[src/hw/rtl/stepper_axis_homing_tracker_unit_macros.svh]
// assertion macros for the stepper axis homing tracker
`ifndef STEPPER_AXIS_HOMING_TRACKER_UNIT_MACROS_SVH
`define STEPPER_AXIS_HOMING_TRACKER_UNIT_MACROS_SVH

// same-cycle implication, clocked on clk and disabled in reset
`define SAHT_ASSERT_NOW(name, ante, cons, msg) \
  name: assert property (@(posedge clk) disable iff (!rst_n) (ante) |-> (cons)) \
    else $error(msg);

// next-cycle implication, clocked on clk and disabled in reset
`define SAHT_ASSERT_NEXT(name, ante, cons, msg) \
  name: assert property (@(posedge clk) disable iff (!rst_n) (ante) |=> (cons)) \
    else $error(msg);

`endif

[src/hw/rtl/saht_pkg.sv]
// shared types and constants of the stepper axis homing tracker
package saht_pkg;

  // width and reset value of the full-scale register
  localparam int unsigned FS_BITS = 13;
  localparam logic [FS_BITS-1:0] FS_RESET = 13'd5003;

  // axis operating modes, codes as seen on the result channel
  typedef enum logic [1:0] {
    MODE_IDLE     = 2'd0,
    MODE_HOME_MIN = 2'd1,
    MODE_HOME_MAX = 2'd2,
    MODE_TRACK    = 2'd3
  } mode_t;

  // request kinds
  localparam logic ACT_TICK = 1'b0;
  localparam logic ACT_POLL = 1'b1;

  // half-step coil drive, bit0 coil a through bit3 coil d
  localparam logic [3:0] COIL_TABLE [8] = '{
    4'h1, 4'h3, 4'h2, 4'h6, 4'h4, 4'hC, 4'h8, 4'h9
  };

  // divider status towards the sequencer
  typedef struct packed {
    logic busy;
    logic done;
  } div_stat_t;

endpackage

[src/hw/rtl/saht_in_if.sv]
// request channel of the stepper axis homing tracker
interface saht_in_if #(
  parameter int MV_BITS = 13
) ();
  logic               valid;
  logic               ready;
  logic               action;
  logic               enable_n;
  logic               min_limit_n;
  logic               max_limit_n;
  logic [MV_BITS-1:0] pot_mv;

  modport source (
    output valid, action, enable_n, min_limit_n, max_limit_n, pot_mv,
    input  ready
  );
  modport sink (
    input  valid, action, enable_n, min_limit_n, max_limit_n, pot_mv,
    output ready
  );
endinterface

[src/hw/rtl/saht_out_if.sv]
// result channel of the stepper axis homing tracker
interface saht_out_if #(
  parameter int POSITION_BITS = 16
) ();
  logic                            valid;
  logic                            ready;
  logic [3:0]                      coil_pattern;
  logic                            stepped;
  logic signed [POSITION_BITS-1:0] position;
  logic signed [POSITION_BITS-1:0] goal;
  logic [1:0]                      mode;
  logic [POSITION_BITS-2:0]        span;

  modport source (
    output valid, coil_pattern, stepped, position, goal, mode, span,
    input  ready
  );
  modport sink (
    input  valid, coil_pattern, stepped, position, goal, mode, span,
    output ready
  );
endinterface

[src/hw/rtl/stepper_axis_homing_tracker_unit.sv]
// top level of one half-step stepper axis with homing and pot tracking
// A tick request or a poll request is taken whenever no earlier result is
// still waiting, and its result appears the cycle after acceptance. The one
// exception is a poll in tracking mode with the run switch on and a non-zero
// full scale: it maps the pot reading through a registered multiplier and a
// bit-serial divider, one quotient bit per cycle, and no request is taken
// until the divider is done. Full scale is written through cfg_we/cfg_data.
`include "stepper_axis_homing_tracker_unit_macros.svh"

module stepper_axis_homing_tracker_unit #(
  parameter int POSITION_BITS = 16,
  parameter int MV_BITS       = 13
) (
  input  logic                          clk,
  input  logic                          rst_n,
  saht_in_if.sink                       in_chan,
  saht_out_if.source                    out_chan,
  input  logic                          cfg_we,
  input  logic [saht_pkg::FS_BITS-1:0]  cfg_data
);

  localparam int SPAN_W = POSITION_BITS - 1;
  localparam int PROD_W = MV_BITS + SPAN_W;

  localparam logic signed [POSITION_BITS-1:0] POS_TOP =
    {1'b0, {(POSITION_BITS-1){1'b1}}};
  localparam logic signed [POSITION_BITS-1:0] POS_BOTTOM =
    {1'b1, {(POSITION_BITS-1){1'b0}}};

  // sequencer states
  typedef enum logic [1:0] {
    ST_IDLE = 2'b01,
    ST_DIV  = 2'b10
  } state_t;

  state_t                          state_r, state_nxt;
  saht_pkg::mode_t                 mode_r, mode_nxt;
  logic signed [POSITION_BITS-1:0] pos_r, pos_nxt;
  logic signed [POSITION_BITS-1:0] target_r, target_nxt;
  logic [2:0]                      phase_r, phase_nxt;
  logic [SPAN_W-1:0]               span_r, span_nxt;
  logic                            stepped_r, stepped_nxt;
  logic                            out_valid_r, out_valid_nxt;
  logic [saht_pkg::FS_BITS-1:0]    fs_r;

  logic                            in_acc;
  logic                            div_start;
  logic [PROD_W-1:0]               prod;
  logic [PROD_W-1:0]               quot;
  saht_pkg::div_stat_t             div_stat;
  logic signed [POSITION_BITS-1:0] span_less_one;

  // full-scale register
  always_ff @(posedge clk) begin
    if (!rst_n) begin
      fs_r <= saht_pkg::FS_RESET;
    end else if (cfg_we) begin
      fs_r <= cfg_data;
    end
  end

  // request handshake: take a new request while idle once the result slot drains
  assign in_chan.ready = (state_r == ST_IDLE) && (!out_valid_r || out_chan.ready);
  assign in_acc        = in_chan.valid && in_chan.ready;

  // pot times span, registered inside the divider
  assign prod          = PROD_W'(in_chan.pot_mv) * PROD_W'(span_r);
  assign span_less_one = $signed({1'b0, span_r}) - POSITION_BITS'(1);

  saht_div #(
    .NUM_W (PROD_W),
    .DEN_W (saht_pkg::FS_BITS)
  ) u_div (
    .clk      (clk),
    .rst_n    (rst_n),
    .start    (div_start),
    .dividend (prod),
    .divisor  (fs_r),
    .quotient (quot),
    .stat     (div_stat)
  );

  // tick, mode machine and sequencer
  always_comb begin
    state_nxt     = state_r;
    mode_nxt      = mode_r;
    pos_nxt       = pos_r;
    target_nxt    = target_r;
    phase_nxt     = phase_r;
    span_nxt      = span_r;
    stepped_nxt   = stepped_r;
    out_valid_nxt = out_valid_r && !out_chan.ready;
    div_start     = 1'b0;

    unique case (state_r)
      ST_IDLE: begin
        if (in_acc) begin
          out_valid_nxt = 1'b1;
          stepped_nxt   = 1'b0;
          if (in_chan.action == saht_pkg::ACT_TICK) begin
            // one step toward the goal, saturating at the extremes
            if (pos_r < target_r && pos_r != POS_TOP) begin
              pos_nxt     = pos_r + POSITION_BITS'(1);
              phase_nxt   = phase_r + 3'd1;
              stepped_nxt = 1'b1;
            end else if (pos_r > target_r && pos_r != POS_BOTTOM) begin
              pos_nxt     = pos_r - POSITION_BITS'(1);
              phase_nxt   = phase_r - 3'd1;
              stepped_nxt = 1'b1;
            end
          end else begin
            unique case (mode_r)
              saht_pkg::MODE_IDLE: begin
                if (!in_chan.enable_n) begin
                  target_nxt = POS_BOTTOM;
                  mode_nxt   = saht_pkg::MODE_HOME_MIN;
                end
              end
              saht_pkg::MODE_HOME_MIN: begin
                if (!in_chan.min_limit_n) begin
                  pos_nxt    = '0;
                  target_nxt = POS_TOP;
                  mode_nxt   = saht_pkg::MODE_HOME_MAX;
                end
              end
              saht_pkg::MODE_HOME_MAX: begin
                if (!in_chan.max_limit_n) begin
                  span_nxt   = pos_r[POSITION_BITS-1] ? '0 : pos_r[SPAN_W-1:0];
                  target_nxt = pos_r[POSITION_BITS-1] ? -POSITION_BITS'(1)
                                                      : pos_r - POSITION_BITS'(1);
                  mode_nxt   = saht_pkg::MODE_TRACK;
                end
              end
              saht_pkg::MODE_TRACK: begin
                if (in_chan.enable_n) begin
                  target_nxt = '0;
                  mode_nxt   = saht_pkg::MODE_IDLE;
                end else if (fs_r == '0) begin
                  target_nxt = span_less_one;
                end else begin
                  div_start     = 1'b1;
                  out_valid_nxt = 1'b0;
                  state_nxt     = ST_DIV;
                end
              end
              default: begin
                mode_nxt = saht_pkg::MODE_IDLE;
              end
            endcase
          end
        end
      end
      ST_DIV: begin
        // quotient above span clamps to span minus one
        if (div_stat.done) begin
          if (quot > PROD_W'(span_r)) begin
            target_nxt = span_less_one;
          end else begin
            target_nxt = $signed(quot[POSITION_BITS-1:0]);
          end
          out_valid_nxt = 1'b1;
          state_nxt     = ST_IDLE;
        end
      end
      default: begin
        state_nxt = ST_IDLE;
      end
    endcase
  end

  // state registers
  always_ff @(posedge clk) begin
    if (!rst_n) begin
      state_r     <= ST_IDLE;
      mode_r      <= saht_pkg::MODE_IDLE;
      pos_r       <= '0;
      target_r    <= '0;
      phase_r     <= '0;
      span_r      <= '0;
      stepped_r   <= 1'b0;
      out_valid_r <= 1'b0;
    end else begin
      state_r     <= state_nxt;
      mode_r      <= mode_nxt;
      pos_r       <= pos_nxt;
      target_r    <= target_nxt;
      phase_r     <= phase_nxt;
      span_r      <= span_nxt;
      stepped_r   <= stepped_nxt;
      out_valid_r <= out_valid_nxt;
    end
  end

  // result channel, state holds while a result waits
  assign out_chan.valid        = out_valid_r;
  assign out_chan.coil_pattern = saht_pkg::COIL_TABLE[phase_r];
  assign out_chan.stepped      = stepped_r;
  assign out_chan.position     = pos_r;
  assign out_chan.goal         = target_r;
  assign out_chan.mode         = mode_r;
  assign out_chan.span         = span_r;

  // checks
  `SAHT_ASSERT_NOW(a_no_accept_in_div, state_r == ST_DIV, !in_chan.ready, "request taken while dividing")
  `SAHT_ASSERT_NEXT(a_div_gives_result, state_r == ST_DIV && div_stat.done, out_valid_r && state_r == ST_IDLE, "division result not presented")
  `SAHT_ASSERT_NOW(a_div_busy_in_div, state_r == ST_DIV && !div_stat.done, div_stat.busy, "divider idle while sequencer waits")
  `SAHT_ASSERT_NOW(a_track_goal_in_span, mode_r == saht_pkg::MODE_TRACK && state_r == ST_IDLE, target_r <= $signed({1'b0, span_r}), "tracking goal beyond span")

endmodule

[src/hw/rtl/saht_div.sv]
// iterative restoring divider, one quotient bit per cycle
module saht_div #(
  parameter int NUM_W = 28,
  parameter int DEN_W = 13
) (
  input  logic                clk,
  input  logic                rst_n,
  input  logic                start,
  input  logic [NUM_W-1:0]    dividend,
  input  logic [DEN_W-1:0]    divisor,
  output logic [NUM_W-1:0]    quotient,
  output saht_pkg::div_stat_t stat
);

  localparam int CNT_W = $clog2(NUM_W + 1);

  logic [NUM_W-1:0] num_r;
  logic [DEN_W-1:0] rem_r;
  logic [DEN_W-1:0] den_r;
  logic [CNT_W-1:0] cnt_r;
  logic             busy_r;
  logic             done_r;

  logic [DEN_W:0]   shifted;
  logic [DEN_W:0]   diff;
  logic             fits;

  // one trial subtraction
  always_comb begin
    shifted = {rem_r, num_r[NUM_W-1]};
    diff    = shifted - {1'b0, den_r};
    fits    = (shifted >= {1'b0, den_r});
  end

  // control
  always_ff @(posedge clk) begin
    if (!rst_n) begin
      busy_r <= 1'b0;
      done_r <= 1'b0;
      cnt_r  <= '0;
    end else begin
      done_r <= 1'b0;
      if (start) begin
        busy_r <= 1'b1;
        cnt_r  <= CNT_W'(NUM_W);
      end else if (busy_r) begin
        cnt_r <= cnt_r - CNT_W'(1);
        if (cnt_r == CNT_W'(1)) begin
          busy_r <= 1'b0;
          done_r <= 1'b1;
        end
      end
    end
  end

  // datapath, quotient shifts in behind the dividend
  always_ff @(posedge clk) begin
    if (start) begin
      num_r <= dividend;
      den_r <= divisor;
      rem_r <= '0;
    end else if (busy_r) begin
      num_r <= {num_r[NUM_W-2:0], fits};
      rem_r <= fits ? diff[DEN_W-1:0] : shifted[DEN_W-1:0];
    end
  end

  assign quotient  = num_r;
  assign stat.busy = busy_r;
  assign stat.done = done_r;

endmodule

[src/flat_wrapper.sv]
// flat-port wrapper written by rule: the top's interface ports become plain ports
module stepper_axis_homing_tracker_unit_flat 
#(
  parameter int POSITION_BITS = 16,
  parameter int MV_BITS       = 13
)
  (clk, rst_n, cfg_we, cfg_data, in_chan_valid, in_chan_action, in_chan_enable_n, in_chan_min_limit_n, in_chan_max_limit_n, in_chan_pot_mv, in_chan_ready, out_chan_valid, out_chan_coil_pattern, out_chan_stepped, out_chan_position, out_chan_goal, out_chan_mode, out_chan_span, out_chan_ready);
  saht_in_if #(.MV_BITS(MV_BITS)) in_chan_i ();
  saht_out_if #(.POSITION_BITS(POSITION_BITS)) out_chan_i ();
  input  logic clk;
  input  logic rst_n;
  input  logic cfg_we;
  input  logic [saht_pkg::FS_BITS-1:0] cfg_data;
  input wire logic [$bits(in_chan_i.valid)-1:0] in_chan_valid;
  input wire logic [$bits(in_chan_i.action)-1:0] in_chan_action;
  input wire logic [$bits(in_chan_i.enable_n)-1:0] in_chan_enable_n;
  input wire logic [$bits(in_chan_i.min_limit_n)-1:0] in_chan_min_limit_n;
  input wire logic [$bits(in_chan_i.max_limit_n)-1:0] in_chan_max_limit_n;
  input wire logic [$bits(in_chan_i.pot_mv)-1:0] in_chan_pot_mv;
  output wire logic [$bits(in_chan_i.ready)-1:0] in_chan_ready;
  output wire logic [$bits(out_chan_i.valid)-1:0] out_chan_valid;
  output wire logic [$bits(out_chan_i.coil_pattern)-1:0] out_chan_coil_pattern;
  output wire logic [$bits(out_chan_i.stepped)-1:0] out_chan_stepped;
  output wire logic [$bits(out_chan_i.position)-1:0] out_chan_position;
  output wire logic [$bits(out_chan_i.goal)-1:0] out_chan_goal;
  output wire logic [$bits(out_chan_i.mode)-1:0] out_chan_mode;
  output wire logic [$bits(out_chan_i.span)-1:0] out_chan_span;
  input wire logic [$bits(out_chan_i.ready)-1:0] out_chan_ready;
  assign in_chan_i.valid = in_chan_valid;
  assign in_chan_i.action = in_chan_action;
  assign in_chan_i.enable_n = in_chan_enable_n;
  assign in_chan_i.min_limit_n = in_chan_min_limit_n;
  assign in_chan_i.max_limit_n = in_chan_max_limit_n;
  assign in_chan_i.pot_mv = in_chan_pot_mv;
  assign in_chan_ready = in_chan_i.ready;
  assign out_chan_valid = out_chan_i.valid;
  assign out_chan_coil_pattern = out_chan_i.coil_pattern;
  assign out_chan_stepped = out_chan_i.stepped;
  assign out_chan_position = out_chan_i.position;
  assign out_chan_goal = out_chan_i.goal;
  assign out_chan_mode = out_chan_i.mode;
  assign out_chan_span = out_chan_i.span;
  assign out_chan_i.ready = out_chan_ready;
  stepper_axis_homing_tracker_unit #(.POSITION_BITS(POSITION_BITS), .MV_BITS(MV_BITS)) u_core (.clk(clk), .rst_n(rst_n), .in_chan(in_chan_i), .out_chan(out_chan_i), .cfg_we(cfg_we), .cfg_data(cfg_data));
endmodule
[config.mk]
export PLATFORM = sky130hd
export DESIGN_NAME = stepper_axis_homing_tracker_unit_flat
export DESIGN_NICKNAME = d
export VERILOG_FILES = /design/src/hw/rtl/saht_pkg.sv /design/src/hw/rtl/saht_in_if.sv /design/src/hw/rtl/saht_out_if.sv /design/src/hw/rtl/stepper_axis_homing_tracker_unit.sv /design/src/hw/rtl/saht_div.sv /design/src/flat_wrapper.sv
export VERILOG_INCLUDE_DIRS = /design/src /design/src/hw/rtl
export SDC_FILE = /design/constraint.sdc
export NUM_CORES = 1
export LEC_CHECK = 0
export BUFFER_PORTS_ARGS = -buffer_cell sky130_fd_sc_hd__buf_2
export CORE_AREA = 2 2 180 182
export DETAILED_ROUTE_END_ITERATION = 16
export DIE_AREA = 0 0 182 184
export PLACE_DENSITY = 0.71
export SLEW_MARGIN = 20
export SYNTH_ARGS = -nofsm -noshare
export SYNTH_HDL_FRONTEND = slang
export SYNTH_SLANG_ARGS = --single-unit
[constraint.sdc]
create_clock -name clk -period 12.9 [get_ports clk]
set_input_delay 0.645 -clock clk [delete_from_list [all_inputs] [get_ports clk]]
set_output_delay 0.645 -clock clk [all_outputs]
set_load 0.01 [all_outputs]
==> run_results.csv <==
group,metric,value,unit
placed_design,dp_hpwl,27.87,mm
synthesis,yosysTopAreaCell,"fa_1",
finish,final_nets,2067,
floorplanning,die_y,184,um
grt,grt_usage,0.2249,
synthesis,synth_top_area_share,0.1991,
timing,finClkSkew,0.008848,ns
clocking,postCtsSetupRepairBufs,0,
synthesis,syn_area_per_cell,8.427,um^2
floorplanning,rows,65,
clocking,path_clk_slew,0.06,ns
finish,areaGrowthSynthToFinish,9.106,%
drt,first_iter_violations,831,
synthesis,synth_area_leaders,"fa_1 (20%), dfxtp_1 (12%), ha_1 (11%), edfxtp_1 (8.4%), inv_1 (6.9%)",
worst_setup_path,r2r_setup_slack,6.66,ns
worst_setup_path,reg2reg_to,"u_core.u_div.quotient[26]",
clocking,clk_latency,0.42,ns
hold_path,hold_path_startpoint,"cfg_data[9]",
drt,routed_wl,36.70,mm
hold_path,hold_path_class,"in -> reg",
clocking,clkSinkCount,130,
clocking,holdBufCountCts,0,
floorplanning,io_pins,91,
hold_path,min_to,"u_core.fs_r[9]",
timing,fin_tns_setup,0,ns
power_and_ir_drop,ir_drop,119.6,uV
drt,wire_per_inst,16.91,um
placed_design,place_ws,6.753,ns
synthesis,synth_ff_type,"dfxtp_1",
floorplanning,dieArea,33490,um^2
drt,ant_nets,0,
grt,grt_overflow,0,
hold_path,holdPathStages,3,
worst_setup_path,cp.arrival,6.39,ns
grt,grt_pass1_vias,12019,
synthesis,yosys_warnings,0,
worst_setup_path,critical_path_buf_inv_count,3,
clocking,cts_buffers,17,
drt,first_pass_iters,5,
drt,vias_per_cell,5.533,
power_and_ir_drop,p_leak,7.506,nW
worst_setup_path,cp_data_required_time,13.05,ns
timing,final_hold_viol_count,0,
worst_setup_path,reg2reg_depth,19,
job,cap_viol_max_count,0,
worst_setup_path,slowest_delay,0.97,ns
timing,worst_slack,6.661,ns
worst_setup_path,crit_type,"reg -> reg",
timing,fin_crit_sh,0.4836,
grt,grt_max_degree,66,
clocking,cts_tree,"done",
synthesis,synthArstFlopShare,0,
synthesis,synth_fp_nets,2041,
synthesis,synth_area,14580,um^2
worst_setup_path,critical_path.top_delay_family,"adder cells",
timing,fmax,160.3,MHz
grt,grt_first_pass_wirelength,60.83,mm
clocking,post_cts_resized,0,
worst_setup_path,crit_path_cell_trace,"nand2_1 > fa_1 > fa_1 > inv_1 > fa_1 > fa_1 > inv_1 > fa_1 > inv_1 > ha_1 > nand2_1 > a211oi_1 > a21oi_1 > a21oi_1 > o22ai_1 > o311a_1 > a22oi_1 > xnor2_1 > o21ai_0",
worst_setup_path,r2r-start,"u_core.out_chan.span[2]",
power_and_ir_drop,power_density,103.2,nW/um^2
synthesis,yosys.cell_types.count,78,
worst_setup_path,cp-end-kind,"register",
worst_setup_path,critPathMostFrequentCell,"fa_1",
placed_design,port_buffers,90,
clocking,root_buffer,"clkbuf_16",
synthesis,synth_seq_area_share,0.2067,
worst_setup_path,worstPathMaxFanout,20,
timing,slew_violations,0,
clocking,clock_path_buffers,2,
drt,drc_errors,0,
placed_design,gp_congestion,0.8864,
worst_setup_path,startpoint_type,"register",
grt,antenna_found_initial,0,
clocking,cts_max_level,4,
synthesis,synth-edff-count,41,
drt,vias,12013,
timing,setup_viol,0,
timing,rsz0062_at_grt,"no",
finish,drive_above_1_share,0.1006,
synthesis,syn-instance-count,1730,
timing,slew_headroom,0.2857,
floorplanning,die_w,182,um
finish,n_antenna_cell,0,
timing,tightest_slew,1.069,ns
worst_setup_path,crit_path_start,"u_core.out_chan.span[2]",
synthesis,ys_ff_latch,130,
worst_setup_path,cp_slowest_cell,"dfxtp_1",
run_status,status,"finished, final reports clean",
floorplanning,initial_core_util,0.4644,
floorplanning,core,31390,um^2
timing,fin_crit,6.239,ns
routing by layer:
| metal | track usage | share of wire |
|---|---|---|
| met4 | 0.08258 | 0.032 |
| met2 | 0.3890 | 0.49 |
| met5 | 0 | 0 |
| met1 | 0.2896 | 0.43 |
| met3 | 0.02793 | 0.051 |
tightest hold or removal path, delay by kind of cell:
kind / cells / cell delay (ns)
buffers and inverters: 1 / 0.08
multiplexers: 1 / 0.06
AND/OR/NAND/NOR: 1 / 0.06
worst max path at each step:
stage / endpoint / slack (ns) / cells after the start
after global routing: u_core.u_div.quotient[26] / 6.33 / 19
after floorplan: u_core.u_div.quotient[26] / 7.19 / 21
after detailed placement: u_core.u_div.quotient[26] / 6.75 / 21
final: u_core.u_div.quotient[26] / 6.66 / 19
after global placement: u_core.u_div.quotient[26] / 6.83 / 21
after CTS: u_core.u_div.quotient[26] / 6.77 / 19
synthesized netlist by cell type, types with 4 or more instances:
library cell,number
a21oi_1,132
a211oi_1,8
fa_1,145
o21ai_0,89
nand3b_1,5
nor4_1,7
nor3_1,25
a31oi_1,8
nor2_1,62
o41ai_1,4
clkbuf_1,83
edfxtp_1,41
and2_1,99
and3_1,5
xnor2_1,42
ha_1,131
o21a_1,7
nand4b_1,6
o211ai_1,6
nand2_1,206
nand3_1,45
buf_2,5
nand2b_1,9
inv_1,268
o21bai_1,4
xor2_1,22
buf_1,4
or2_2,6
a21o_1,22
nor2b_1,15
mux2i_1,31
dfxtp_1,89
or3_1,9
nand4_1,14
mux2_2,15
through the flow:
stage | total power [mW] | hold slack [ns] | utilization | instances | cell area (um^2)
2_1_floorplan | 0.9663 | 0.4209 | - | 1730 | 14580
3_3_place_gp | 1.091 | 0.4446 | 0.4857 | 2138 | 15250
3_5_place_dp | 1.104 | 0.4503 | 0.4857 | 2138 | 15250
4_1_cts | 1.637 | 0.4308 | 0.5063 | 2170 | 15900
5_1_grt | 1.727 | 0.4357 | 0.5067 | 2171 | 15910
6_report | 1.642 | 0.4398 | 0.5067 | 2171 | 15910
flip-flops by register name, indices dropped and copies added (netlist names), 5 cells and up:
signal                    count
u_core.out_chan.goal         16
u_core.u_div.cnt_r            5
u_core.u_div.den_r           13
u_core.fs_r                  13
u_core.u_div.quotient        28
u_core.u_div.rem_r           13
u_core.out_chan.position     16
u_core.out_chan.span         15
cells by family after synthesis:
group | count (synthesis) | share of synthesized area
AOI/OAI and AO/OA | 314 | 0.1285
xor gates and xnor gates | 64 | 0.03845
adders and majority gates | 276 | 0.3115
buffers and inverters | 366 | 0.09646
DFF | 130 | 0.2067
muxes | 48 | 0.03493
and+or+nand+nor | 532 | 0.1835
layout make-up:
class	count	area [um^2]
Inverter	269	1010
Sequential cell	130	3014
Clock inverter	13	195.2
Fill cell	2894	15490
Tap cell	402	503.0
Clock buffer	19	454.2
Timing Repair Buffer	104	555.5
Multi-Input combinational cell	1234	10170
cells in the final DEF (no fill, tap or decap), drive strengths merged, types with 8 or more instances in the layout:
cell type / synthesis / layout
a211oi: 9 / 9
a21o: 22 / 22
a21oi: 132 / 132
a31oi: 8 / 8
and2: 99 / 99
buf: 14 / 104
clkbuf: 83 / 19
dfxtp: 89 / 89
edfxtp: 41 / 41
fa: 145 / 145
ha: 131 / 131
inv: 269 / 274
mux2: 17 / 17
mux2i: 31 / 31
nand2: 206 / 206
nand2b: 9 / 9
nand3: 47 / 47
nand4: 14 / 14
nor2: 62 / 62
nor2b: 15 / 15
nor3: 27 / 27
nor4: 10 / 10
o21ai: 89 / 89
or3: 9 / 9
xnor2: 42 / 42
xor2: 22 / 22
report_power, final:
part	internal, mW	total [mW]	switching, mW	leakage [nW]
registers	0.439	0.484	0.0452	1.09
clock network	0.339	0.533	0.195	0.320
logic	0.258	0.625	0.366	6.09
total	1.04	1.64	0.606	7.51
No activity file was read; power rests on OpenSTA's default activity.
